[config.mk]
export PLATFORM = sky130hd
export DESIGN_NAME = min_tracking_stack_flat
export DESIGN_NICKNAME = d
export VERILOG_FILES = /design/src/rtl/mts_pkg.sv /design/src/rtl/mts_cmd_if.sv /design/src/rtl/mts_rsp_if.sv /design/src/rtl/mts_ram.sv /design/src/rtl/mts_ctrl.sv /design/src/rtl/mts_dp.sv /design/src/rtl/min_tracking_stack.sv /design/src/flat_wrapper.sv
export SDC_FILE = /design/constraint.sdc
export NUM_CORES = 2
export LEC_CHECK = 0
export BUFFER_PORTS_ARGS = -buffer_cell sky130_fd_sc_hd__buf_2
export CORE_MARGIN = 2
export CORE_UTILIZATION = 45
export DETAILED_ROUTE_END_ITERATION = 16
export SYNTH_ARGS = -nofsm -noshare
export SYNTH_HDL_FRONTEND = slang
export SYNTH_SLANG_ARGS = --single-unit
export TNS_END_PERCENT = 30
[constraint.sdc]
create_clock -name clk -period 12.5 [get_ports clk]
set_input_delay 2.5 -clock clk [delete_from_list [all_inputs] [get_ports clk]]
set_output_delay 2.5 -clock clk [all_outputs]
set_load 0.01 [all_outputs]
[src/rtl/mts_pkg.sv]
package mts_pkg;

	localparam int DEPTH_DEFAULT = 64;
	localparam int DATA_W        = 32;
	localparam int CMD_W         = 2;
	localparam int STATUS_W      = 2;

	// command codes; any code with bit 1 set reads as a peek
	localparam logic [CMD_W-1:0] CMD_PUSH = 2'd0;
	localparam logic [CMD_W-1:0] CMD_POP  = 2'd1;
	localparam int               CMD_PEEK_BIT = 1;

	typedef enum logic [STATUS_W-1:0] {
		ST_OK        = 2'd0,
		ST_OVERFLOW  = 2'd1,
		ST_UNDERFLOW = 2'd2
	} status_t;

	// controller to datapath
	typedef struct packed {
		logic take;    // accept that completes in this cycle
		logic defer;   // pop accept that needs the entry below from memory
		logic finish;  // memory data is back, load the new top
	} ctl_t;

	// datapath to controller
	typedef struct packed {
		logic empty;
		logic single;
		logic out_busy;
	} dp_stat_t;

endpackage

[src/rtl/mts_cmd_if.sv]
interface mts_cmd_if;
	import mts_pkg::*;

	logic                     valid;
	logic                     ready;
	logic [CMD_W-1:0]         command;
	logic signed [DATA_W-1:0] value;

	modport source (output valid, output command, output value, input ready);
	modport sink   (input valid, input command, input value, output ready);

endinterface

[src/rtl/mts_rsp_if.sv]
interface mts_rsp_if #(
	parameter int CW = 7
);
	import mts_pkg::*;

	logic                     valid;
	logic                     ready;
	logic signed [DATA_W-1:0] data;
	logic signed [DATA_W-1:0] minimum;
	logic [CW-1:0]            fill_count;
	logic [STATUS_W-1:0]      status;

	modport source (output valid, output data, output minimum, output fill_count,
		output status, input ready);
	modport sink   (input valid, input data, input minimum, input fill_count,
		input status, output ready);

endinterface

[src/rtl/mts_ram.sv]
module mts_ram #(
	parameter int WIDTH = 32,
	parameter int DEPTH = 64
) (
	input  logic                     clk,
	input  logic                     wr_en,
	input  logic [$clog2(DEPTH)-1:0] wr_addr,
	input  logic [WIDTH-1:0]         wr_data,
	input  logic                     rd_en,
	input  logic [$clog2(DEPTH)-1:0] rd_addr,
	output logic [WIDTH-1:0]         rd_data
);

	logic [WIDTH-1:0] mem [DEPTH];

	always_ff @(posedge clk) begin
		if (wr_en) begin
			mem[wr_addr] <= wr_data;
		end
		if (rd_en) begin
			rd_data <= mem[rd_addr];
		end
	end

endmodule

[src/rtl/mts_ctrl.sv]
module mts_ctrl (
	input  logic                     clk,
	input  logic                     arst_n,
	input  logic                     in_valid,
	input  logic [mts_pkg::CMD_W-1:0] in_command,
	input  mts_pkg::dp_stat_t        stat,
	output logic                     in_ready,
	output mts_pkg::ctl_t            ctl
);
	import mts_pkg::*;

	typedef enum logic {
		S_IDLE,
		S_REFILL
	} state_t;

	state_t state_q;
	logic   accept;
	logic   pop_refill;

	// a pop that leaves entries behind must fetch the new top from memory
	assign pop_refill = (in_command == CMD_POP) && !stat.empty && !stat.single;
	assign in_ready   = (state_q == S_IDLE) && !stat.out_busy;
	assign accept     = in_ready && in_valid;

	assign ctl.take   = accept && !pop_refill;
	assign ctl.defer  = accept && pop_refill;
	assign ctl.finish = (state_q == S_REFILL);

	always_ff @(posedge clk or negedge arst_n) begin
		if (!arst_n) begin
			state_q <= S_IDLE;
		end else begin
			case (state_q)
				S_IDLE: begin
					if (ctl.defer) begin
						state_q <= S_REFILL;
					end
				end
				S_REFILL: begin
					state_q <= S_IDLE;
				end
				default: begin
					state_q <= S_IDLE;
				end
			endcase
		end
	end

endmodule

[src/rtl/mts_dp.sv]
module mts_dp #(
	parameter int DEPTH = mts_pkg::DEPTH_DEFAULT,
	parameter int CW    = $clog2(DEPTH + 1)
) (
	input  logic                             clk,
	input  logic                             arst_n,
	input  logic [mts_pkg::CMD_W-1:0]        command,
	input  logic signed [mts_pkg::DATA_W-1:0] value,
	input  mts_pkg::ctl_t                    ctl,
	input  logic                             out_ready,
	output mts_pkg::dp_stat_t                stat,
	output logic                             out_valid,
	output logic signed [mts_pkg::DATA_W-1:0] data,
	output logic signed [mts_pkg::DATA_W-1:0] minimum,
	output logic [CW-1:0]                    fill_count,
	output logic [mts_pkg::STATUS_W-1:0]     status
);
	import mts_pkg::*;

	localparam int AW = $clog2(DEPTH);

	logic [CW-1:0]            count_q;
	logic                     valid_q;
	logic signed [DATA_W-1:0] top_val_q;
	logic signed [DATA_W-1:0] top_min_q;
	logic signed [DATA_W-1:0] data_q;
	logic signed [DATA_W-1:0] min_q;
	logic [CW-1:0]            fill_q;
	status_t                  status_q;

	logic                     full;
	logic                     empty;
	logic                     is_push;
	logic                     is_pop;
	logic                     wr_en;
	logic signed [DATA_W-1:0] push_min;
	logic [CW-1:0]            count_inc;
	logic [CW-1:0]            count_dec;
	logic [CW-1:0]            below_idx;
	logic [DATA_W-1:0]        ram_val;
	logic [DATA_W-1:0]        ram_min;

	assign full      = (count_q == CW'(DEPTH));
	assign empty     = (count_q == '0);
	assign is_push   = (command == CMD_PUSH);
	assign is_pop    = (command == CMD_POP);
	assign count_inc = count_q + CW'(1);
	assign count_dec = count_q - CW'(1);
	assign below_idx = count_q - CW'(2);
	assign push_min  = (!empty && (top_min_q < value)) ? top_min_q : value;
	assign wr_en     = ctl.take && is_push && !full;

	assign stat.empty    = empty;
	assign stat.single   = (count_q == CW'(1));
	assign stat.out_busy = valid_q && !out_ready;

	mts_ram #(.WIDTH(DATA_W), .DEPTH(DEPTH)) u_val_ram (
		.clk     (clk),
		.wr_en   (wr_en),
		.wr_addr (count_q[AW-1:0]),
		.wr_data (value),
		.rd_en   (ctl.defer),
		.rd_addr (below_idx[AW-1:0]),
		.rd_data (ram_val)
	);

	mts_ram #(.WIDTH(DATA_W), .DEPTH(DEPTH)) u_min_ram (
		.clk     (clk),
		.wr_en   (wr_en),
		.wr_addr (count_q[AW-1:0]),
		.wr_data (push_min),
		.rd_en   (ctl.defer),
		.rd_addr (below_idx[AW-1:0]),
		.rd_data (ram_min)
	);

	always_ff @(posedge clk or negedge arst_n) begin
		if (!arst_n) begin
			count_q <= '0;
			valid_q <= 1'b0;
		end else begin
			if (wr_en) begin
				count_q <= count_inc;
			end else if ((ctl.take && is_pop && !empty) || ctl.defer) begin
				count_q <= count_dec;
			end
			if (ctl.take || ctl.finish) begin
				valid_q <= 1'b1;
			end else if (out_ready) begin
				valid_q <= 1'b0;
			end
		end
	end

	always_ff @(posedge clk) begin
		if (ctl.take) begin
			if (is_push) begin
				if (full) begin
					data_q   <= '0;
					min_q    <= top_min_q;
					fill_q   <= count_q;
					status_q <= ST_OVERFLOW;
				end else begin
					data_q    <= value;
					min_q     <= push_min;
					fill_q    <= count_inc;
					status_q  <= ST_OK;
					top_val_q <= value;
					top_min_q <= push_min;
				end
			end else if (empty) begin
				data_q   <= '0;
				min_q    <= '0;
				fill_q   <= '0;
				status_q <= ST_UNDERFLOW;
			end else if (is_pop) begin
				// last entry leaves
				data_q   <= top_val_q;
				min_q    <= '0;
				fill_q   <= '0;
				status_q <= ST_OK;
			end else begin
				data_q   <= top_val_q;
				min_q    <= top_min_q;
				fill_q   <= count_q;
				status_q <= ST_OK;
			end
		end
		if (ctl.defer) begin
			data_q   <= top_val_q;
			fill_q   <= count_dec;
			status_q <= ST_OK;
		end
		if (ctl.finish) begin
			top_val_q <= ram_val;
			top_min_q <= ram_min;
			min_q     <= ram_min;
		end
	end

	assign out_valid  = valid_q;
	assign data       = data_q;
	assign minimum    = min_q;
	assign fill_count = fill_q;
	assign status     = status_q;

endmodule

[src/rtl/min_tracking_stack.sv]
// channel | dir | transaction carries
// --------+-----+------------------------------------------------
// cmd     | in  | command (push, pop, peek), value to push
// rsp     | out | data, minimum, fill_count, status
//
// push, peek, errors and a pop of the last entry go from accept straight to the
// output register; a pop that leaves entries first passes through the refill
// state, waiting on the registered read of the entry below from the memories.
// cmd.ready is low in the refill state and while a result is stalled.
// arst_n clears the entry count and the output valid; memories are not cleared.
// a result held in rsp keeps its payload stable until rsp.ready.
module min_tracking_stack #(
	parameter int DEPTH = mts_pkg::DEPTH_DEFAULT
) (
	input  logic      clk,
	input  logic      arst_n,
	mts_cmd_if.sink   cmd,
	mts_rsp_if.source rsp
);
	import mts_pkg::*;

	// fill count holds zero up to DEPTH
	localparam int CW = $clog2(DEPTH + 1);

	ctl_t     ctl;
	dp_stat_t stat;

	// sequencer: decides whether an accepted pop needs a memory refill
	mts_ctrl u_ctrl (
		.clk        (clk),
		.arst_n     (arst_n),
		.in_valid   (cmd.valid),
		.in_command (cmd.command),
		.stat       (stat),
		.in_ready   (cmd.ready),
		.ctl        (ctl)
	);

	// top value and minimum in registers, entries in memory, result register
	mts_dp #(.DEPTH(DEPTH), .CW(CW)) u_dp (
		.clk        (clk),
		.arst_n     (arst_n),
		.command    (cmd.command),
		.value      (cmd.value),
		.ctl        (ctl),
		.out_ready  (rsp.ready),
		.stat       (stat),
		.out_valid  (rsp.valid),
		.data       (rsp.data),
		.minimum    (rsp.minimum),
		.fill_count (rsp.fill_count),
		.status     (rsp.status)
	);

endmodule

[src/flat_wrapper.sv]
// flat-port wrapper written by rule: the top's interface ports become plain ports
module min_tracking_stack_flat import mts_pkg::*;
#(
	parameter int DEPTH = mts_pkg::DEPTH_DEFAULT
)
  (clk, arst_n, cmd_valid, cmd_command, cmd_value, cmd_ready, rsp_valid, rsp_data, rsp_minimum, rsp_fill_count, rsp_status, rsp_ready);
  mts_cmd_if cmd_i ();
  mts_rsp_if rsp_i ();
  input  logic clk;
  input  logic arst_n;
  input wire logic [$bits(cmd_i.valid)-1:0] cmd_valid;
  input wire logic [$bits(cmd_i.command)-1:0] cmd_command;
  input wire logic [$bits(cmd_i.value)-1:0] cmd_value;
  output wire logic [$bits(cmd_i.ready)-1:0] cmd_ready;
  output wire logic [$bits(rsp_i.valid)-1:0] rsp_valid;
  output wire logic [$bits(rsp_i.data)-1:0] rsp_data;
  output wire logic [$bits(rsp_i.minimum)-1:0] rsp_minimum;
  output wire logic [$bits(rsp_i.fill_count)-1:0] rsp_fill_count;
  output wire logic [$bits(rsp_i.status)-1:0] rsp_status;
  input wire logic [$bits(rsp_i.ready)-1:0] rsp_ready;
  assign cmd_i.valid = cmd_valid;
  assign cmd_i.command = cmd_command;
  assign cmd_i.value = cmd_value;
  assign cmd_ready = cmd_i.ready;
  assign rsp_valid = rsp_i.valid;
  assign rsp_data = rsp_i.data;
  assign rsp_minimum = rsp_i.minimum;
  assign rsp_fill_count = rsp_i.fill_count;
  assign rsp_status = rsp_i.status;
  assign rsp_i.ready = rsp_ready;
  min_tracking_stack #(.DEPTH(DEPTH)) u_core (.clk(clk), .arst_n(arst_n), .cmd(cmd_i), .rsp(rsp_i));
endmodule
# Yosys cells after proc, flatten, opt, wreduce, memory -nomap -nowiden
# Memories as Yosys holds them, arrays and structs flattened. A register that Yosys moved wholly into a read port is not among the register bits.
# Index checks and enable logic that the tools add are counted.
word_totals:
  ff_bits: 146
  ram_bits: 4096
  in_bits: 38
  wordCells: 85
  n_memories: 2
classes:
  addsub: 3
  order_cmp: 1
  eq_ne: 4
  mux: 36
  bitwise: 1
  reduce_logical: 29
memory_table:
  columns: ["memory", "depth", "word_bits", "rd", "rd_ports_with_merged_regs", "write_ports", "line_no", "text"]
  rows:
  - ["u_core.u_dp.u_min_ram.mem", 64, 32, 1, 1, 1, "mts_ram.sv:14", "logic [WIDTH-1:0] mem [DEPTH];"]
  - ["u_core.u_dp.u_val_ram.mem", 64, 32, 1, 1, 1, "mts_ram.sv:14", null]
op_table:
  columns: ["cell", "count"]
  rows:
  - ["$mux W32", 19]
  - ["$mux W7", 8]
  - ["$lt A32 B32 Y1", 1]
  - ["$logic_and A1 B1 Y1", 12]
  - ["$reduce_bool A2 Y1", 5]
  - ["$add A7 B1 Y7 const B", 1]
  - ["$eq A7 B1 Y1 const B", 1]
  - ["$eq A7 B7 Y1 const B", 1]
  - ["$logic_not A7 Y1", 1]
  - ["$sub A7 B1 Y7 const B", 1]
  - ["$logic_not A1 Y1", 6]
  - ["$mux W1", 6]
  - ["$sub A6 B2 Y6 const B", 1]
  - ["$mux W2", 2]
  - ["$reduce_and A3 Y1", 1]
  - ["$eq A2 B1 Y1 const B", 1]
  - ["$logic_not A2 Y1", 1]
  - ["$logic_or A1 B1 Y1", 2]
  - ["$ne A2 B1 Y1 const B", 1]
  - ["$pmux W1 S2", 1]
  - ["$reduce_and A2 Y1", 1]
  - ["$not A1 Y1", 1]

# Logic depth before layout (Yosys ltp)
logic_depth:
  ltp_word: 11
  ltp_mapped: 15
  mapped_depth_nobuf: 9

# Cells and area by module
# Synthesis repeated with hierarchy kept, for this count alone.
unflattened:
  cells_unflattened: 7511
  area_unflattened_um2: 166968.9
modules_own_cells:
  columns: ["module", "n_inst", "cells_each", "area_each_um2", "seq_area_each_um2"]
  rows:
  - ["mts_ram", 2, 3324, 78835.6, 62459.9]
  - ["mts_dp", 1, 856, 9216.3, 4294.1]
  - ["mts_ctrl", 1, 7, 81.3, 25.0]

# Least setup slack after synthesis
# Ideal clock, no wire load.
synth_timing:
  path_type: "input -> register"
  from: "in cmd_value[30]"
  to: "mem u_core.u_dp.u_min_ram.mem[0][10], data pin"
  setup_ps: 702
  arrival_ps: 6683
  slack_ps: 5115
  cell_stages: 10
  n_path_buf: 1
  path_cell_list: "inv_1 ha_1 a21oi_1 nand2_1 a221oi_1 nand3_1 a211o_1 and2_1 clkbuf_1 o21ai_0"
synth_between:
  elab_chain_cells: 3
synth_lines:
  columns: ["item", "line_no", "text"]
  rows:
  - ["from (decl)", "flat_wrapper.sv:13", "input wire logic [$bits(cmd_i.value)-1:0] cmd_value;"]
  - ["$lt A32 B32 Y1", "mts_dp.sv:50", "assign push_min = (!empty && (top_min_q < value)) ? top_min_q : value;"]
  - ["$logic_and A1 B1 Y1", "mts_dp.sv:50", null]
  - ["$mux W32", "mts_dp.sv:50", null]
  - ["named net u_core.u_dp.push_min[10]", "mts_dp.sv:36", "logic signed [DATA_W-1:0] push_min;"]
  - ["to (decl)", "mts_ram.sv:14", null]
# The timed path passes the listed nets, and every way through them passes these cells.

# Worst setup path after layout
layout_timing:
  from: "in cmd_value[31]"
  to: "mem u_core.u_dp.u_min_ram.mem[44][28], data pin"
# The elaborated chain is that of the path after synthesis.

==> impl_metrics.ini <==
[job]
cap_violations = 0

[grt]
grt_pass1_wl_um = 654000
grt_pass1_vias = 79000
grt_max_degree = 146
antenna_found_initial = 39
gr-usage-all-layers = 0.255
grt_overflow_total = 0

[critical_path]
startpoint_type = primary input
worstSetupPathType = in -> reg
crit_path_frequent_cell = buf_4
cp_max_fo = 69
r2r_cells = 7
crit_chain = buf_2 -> buf_4 -> inv_1 -> ha_1 -> nand4_1 -> nor2_1 -> a221oi_1 -> a311o_2 -> and2_4 -> buf_4 -> o21ai_4 -> buf_16
end_kind = register
critical_path_arrival_ns = 7.17
cp.required_ns = 13.19
max_stage_delay_ns = 0.97
cpMaxStageDelayCell = a311o_2

[clocking]
post_cts_buffers = 0
clk_pin_slew_ns = 0.06
cts.path.max_buffers = 4
clkSinkCount = 4306
cts.repair.resized = 0
cts_max_level = 5
numCtsBuffers = 437
clk_latency_ns = 1.02
cts_tree = yes
root_buffer = clkbuf_16
holdBufCountCts = 0

[synth]
mappedNetlistNets = 6900
synth_area_mm2 = 0.165
synth_cell_types = 49
synth_edf_count = 4295
synthArstFlopShare = 0.00209
synth_area_leader_cell = edfxtp_1
synth.top_cell.area_share = 0.780
yosysSeqAreaShare = 0.781
synthFlopType = edfxtp_1
synth_seq_cells = 4306
synthTopCellsByArea = edfxtp_1 78%, mux4_2 18%, clkbuf_1 0.50%
yosys_warnings = 0
syn_inst = 6822
avgSynthCellArea_um2 = 24.2

[finish]
final_common_cell = edfxtp_1
final_cell_mix = 4295 x edfxtp_1, 1344 x mux4_2, 440 x clkbuf_16
drive_gt1_frac = 0.320
syn2layout_area_growth_pct = 13.3
fin_nets = 7368

[pwr]
powerDensity_mw_per_mm2 = 227
ir_drop_mv = 0.336
leakagePower_nw = 58.0

[timing]
max_freq_ghz = 0.154
tns_ns = 0
relSlewSlack = 0.110
finalWorstSetupSlack_ns = 6.03
finalMaxSlewViolations = 0
layout_min_cycle_time_ns = 6.47
finClkSkew_ns = 0.0852
rsz0062_at_grt = false
finalSetupViolations = 0
hold_viol_final = 0
tightest_slew_ns = 1.33
finalCritPeriodShare = 0.518

[floorplanning]
die_height_um = 610
die_area_mm2 = 0.372
pin_count = 113
die_w_um = 610
num_rows = 222
core_mm2 = 0.366
start_util = 0.452

[drt]
drt-initial-drc-count = 12300
drc = 0
route.detailed.wl_per_inst_um = 38.2
first_pass_iters = 6
ant_nets = 0
vias = 79500
vias_per_cell = 6.36
wl_um = 477000

[status]
status = finished, final reports clean

[placement]
post-place-ws_ns = 5.02
gp_congestion = 0.906
io_buffers = 112
hpwlAfterDp_um = 263000

[hold_path]
hp-class = reg -> reg
hold_depth = 2
[layout make-up]
type | instances | area (µm²)
fill | 28000 | 178000
sequential | 4306 | 129000
multi-input combinational | 2075 | 35300
clock buffer | 536 | 11400
tap | 4816 | 6030
timing repair buffer | 395 | 2980
clock inverter | 258 | 2190
inverter | 75 | 282
antenna | 24 | 60.1
[registers in the layout, summed over array words and instances, names as in the netlist]
register,flops
u_core.u_dp.data,32
u_core.u_dp.top_min_q,32
u_core.u_ctrl.state_q,1
u_core.u_dp.fill_count,7
u_core.u_dp.u_val_ram.rd_data,32
u_core.u_dp.u_min_ram.mem,2048
u_core.u_dp.count_q,7
u_core.u_dp.minimum,32
u_core.u_dp.u_min_ram.rd_data,32
u_core.u_dp.out_valid,1
u_core.u_dp.top_val_q,32
u_core.u_dp.u_val_ram.mem,2048
u_core.u_dp.status,2
[final timing paths]
check                                                        from                                end  slack (ns)
max in group asynchronous                                  arst_n             u_core.u_dp.count_q[0]       10.90
worst min register to register  u_core.u_dp.u_val_ram.rd_data[12]          u_core.u_dp.top_val_q[12]        0.51
worst max register to register             u_core.u_dp.count_q[0]  u_core.u_dp.u_val_ram.rd_data[11]        6.06
min in group asynchronous                                  arst_n             u_core.u_dp.count_q[5]        1.36
worst max-delay path                                cmd_value[31]  u_core.u_dp.u_min_ram.mem[44][28]        6.03
worst min-delay path            u_core.u_dp.u_val_ram.rd_data[12]          u_core.u_dp.top_val_q[12]        0.51
[per-layer routing]
layer	global-route usage	vias up	wire, µm
met4	0.106	12	22300
met2	0.409	4195	232000
li1	-	30500	-
met3	0.0427	819	39500
met1	0.348	44000	183000
met5	0	-	76
[power breakdown]
group	internal, W	switching [W]
Clock	0.00706	0.00548
Sequential	0.0170	0.000293
Combinational	0.00589	0.00684
[cell usage after synthesis, drive strengths merged (2+ instances only)]
master / count
a211oi: 6
a21oi: 84
a221oi: 3
a311oi: 3
a31oi: 33
and2: 3
and3: 2
buf: 146
clkbuf: 220
dfrtp: 9
dfxtp: 2
edfxtp: 4295
ha: 40
inv: 74
mux4: 1344
nand2: 194
nand2b: 38
nand3: 47
nand3b: 3
nand4: 8
nor2: 81
nor2b: 34
nor3: 5
nor4: 3
o211ai: 3
o21ai: 84
o221ai: 32
o22ai: 3
xnor2: 5
xor2: 4
[metrics by stage]
stage / cells / hold slack [ns] / utilization / cell area, µm² / power, W
finish: 12500 / 0.511 / 0.512 / 187000 / 0.0425
global route: 12500 / 0.534 / 0.512 / 187000 / 0.0438
CTS: 12500 / 0.509 / 0.512 / 187000 / 0.0428
detailed placement: 11700 / 0.499 / 0.474 / 174000 / 0.0303
global placement: 11700 / 0.503 / 0.474 / 174000 / 0.0302
floorplan: 6822 / 0.483 / - / 165000 / 0.0262
[critical path, delay by kind of cell]
family | cells | cell delay, ns
AND/OR/NAND/NOR | 3 | 0.73
AO/OA/AOI/OAI | 3 | 1.64
adder cells (fa/ha/maj) | 1 | 0.41
buffers and inverters | 5 | 1.74
[cell families (layout without fill, tap and decap cells)]
group	count (synthesis)	after routing	synth area share
muxes	1344	1344	0.183
DFF	4306	4306	0.781
xor gates and xnor gates	9	9	0.000477
buffers and inverters	441	1264	0.0113
other	0	24	0
AOI/OAI and AO/OA	260	260	0.00936
and+or+nand+nor	422	422	0.0115
adders and majority gates	40	40	0.00303
Note: power is estimated with default switching activity, not from simulation.
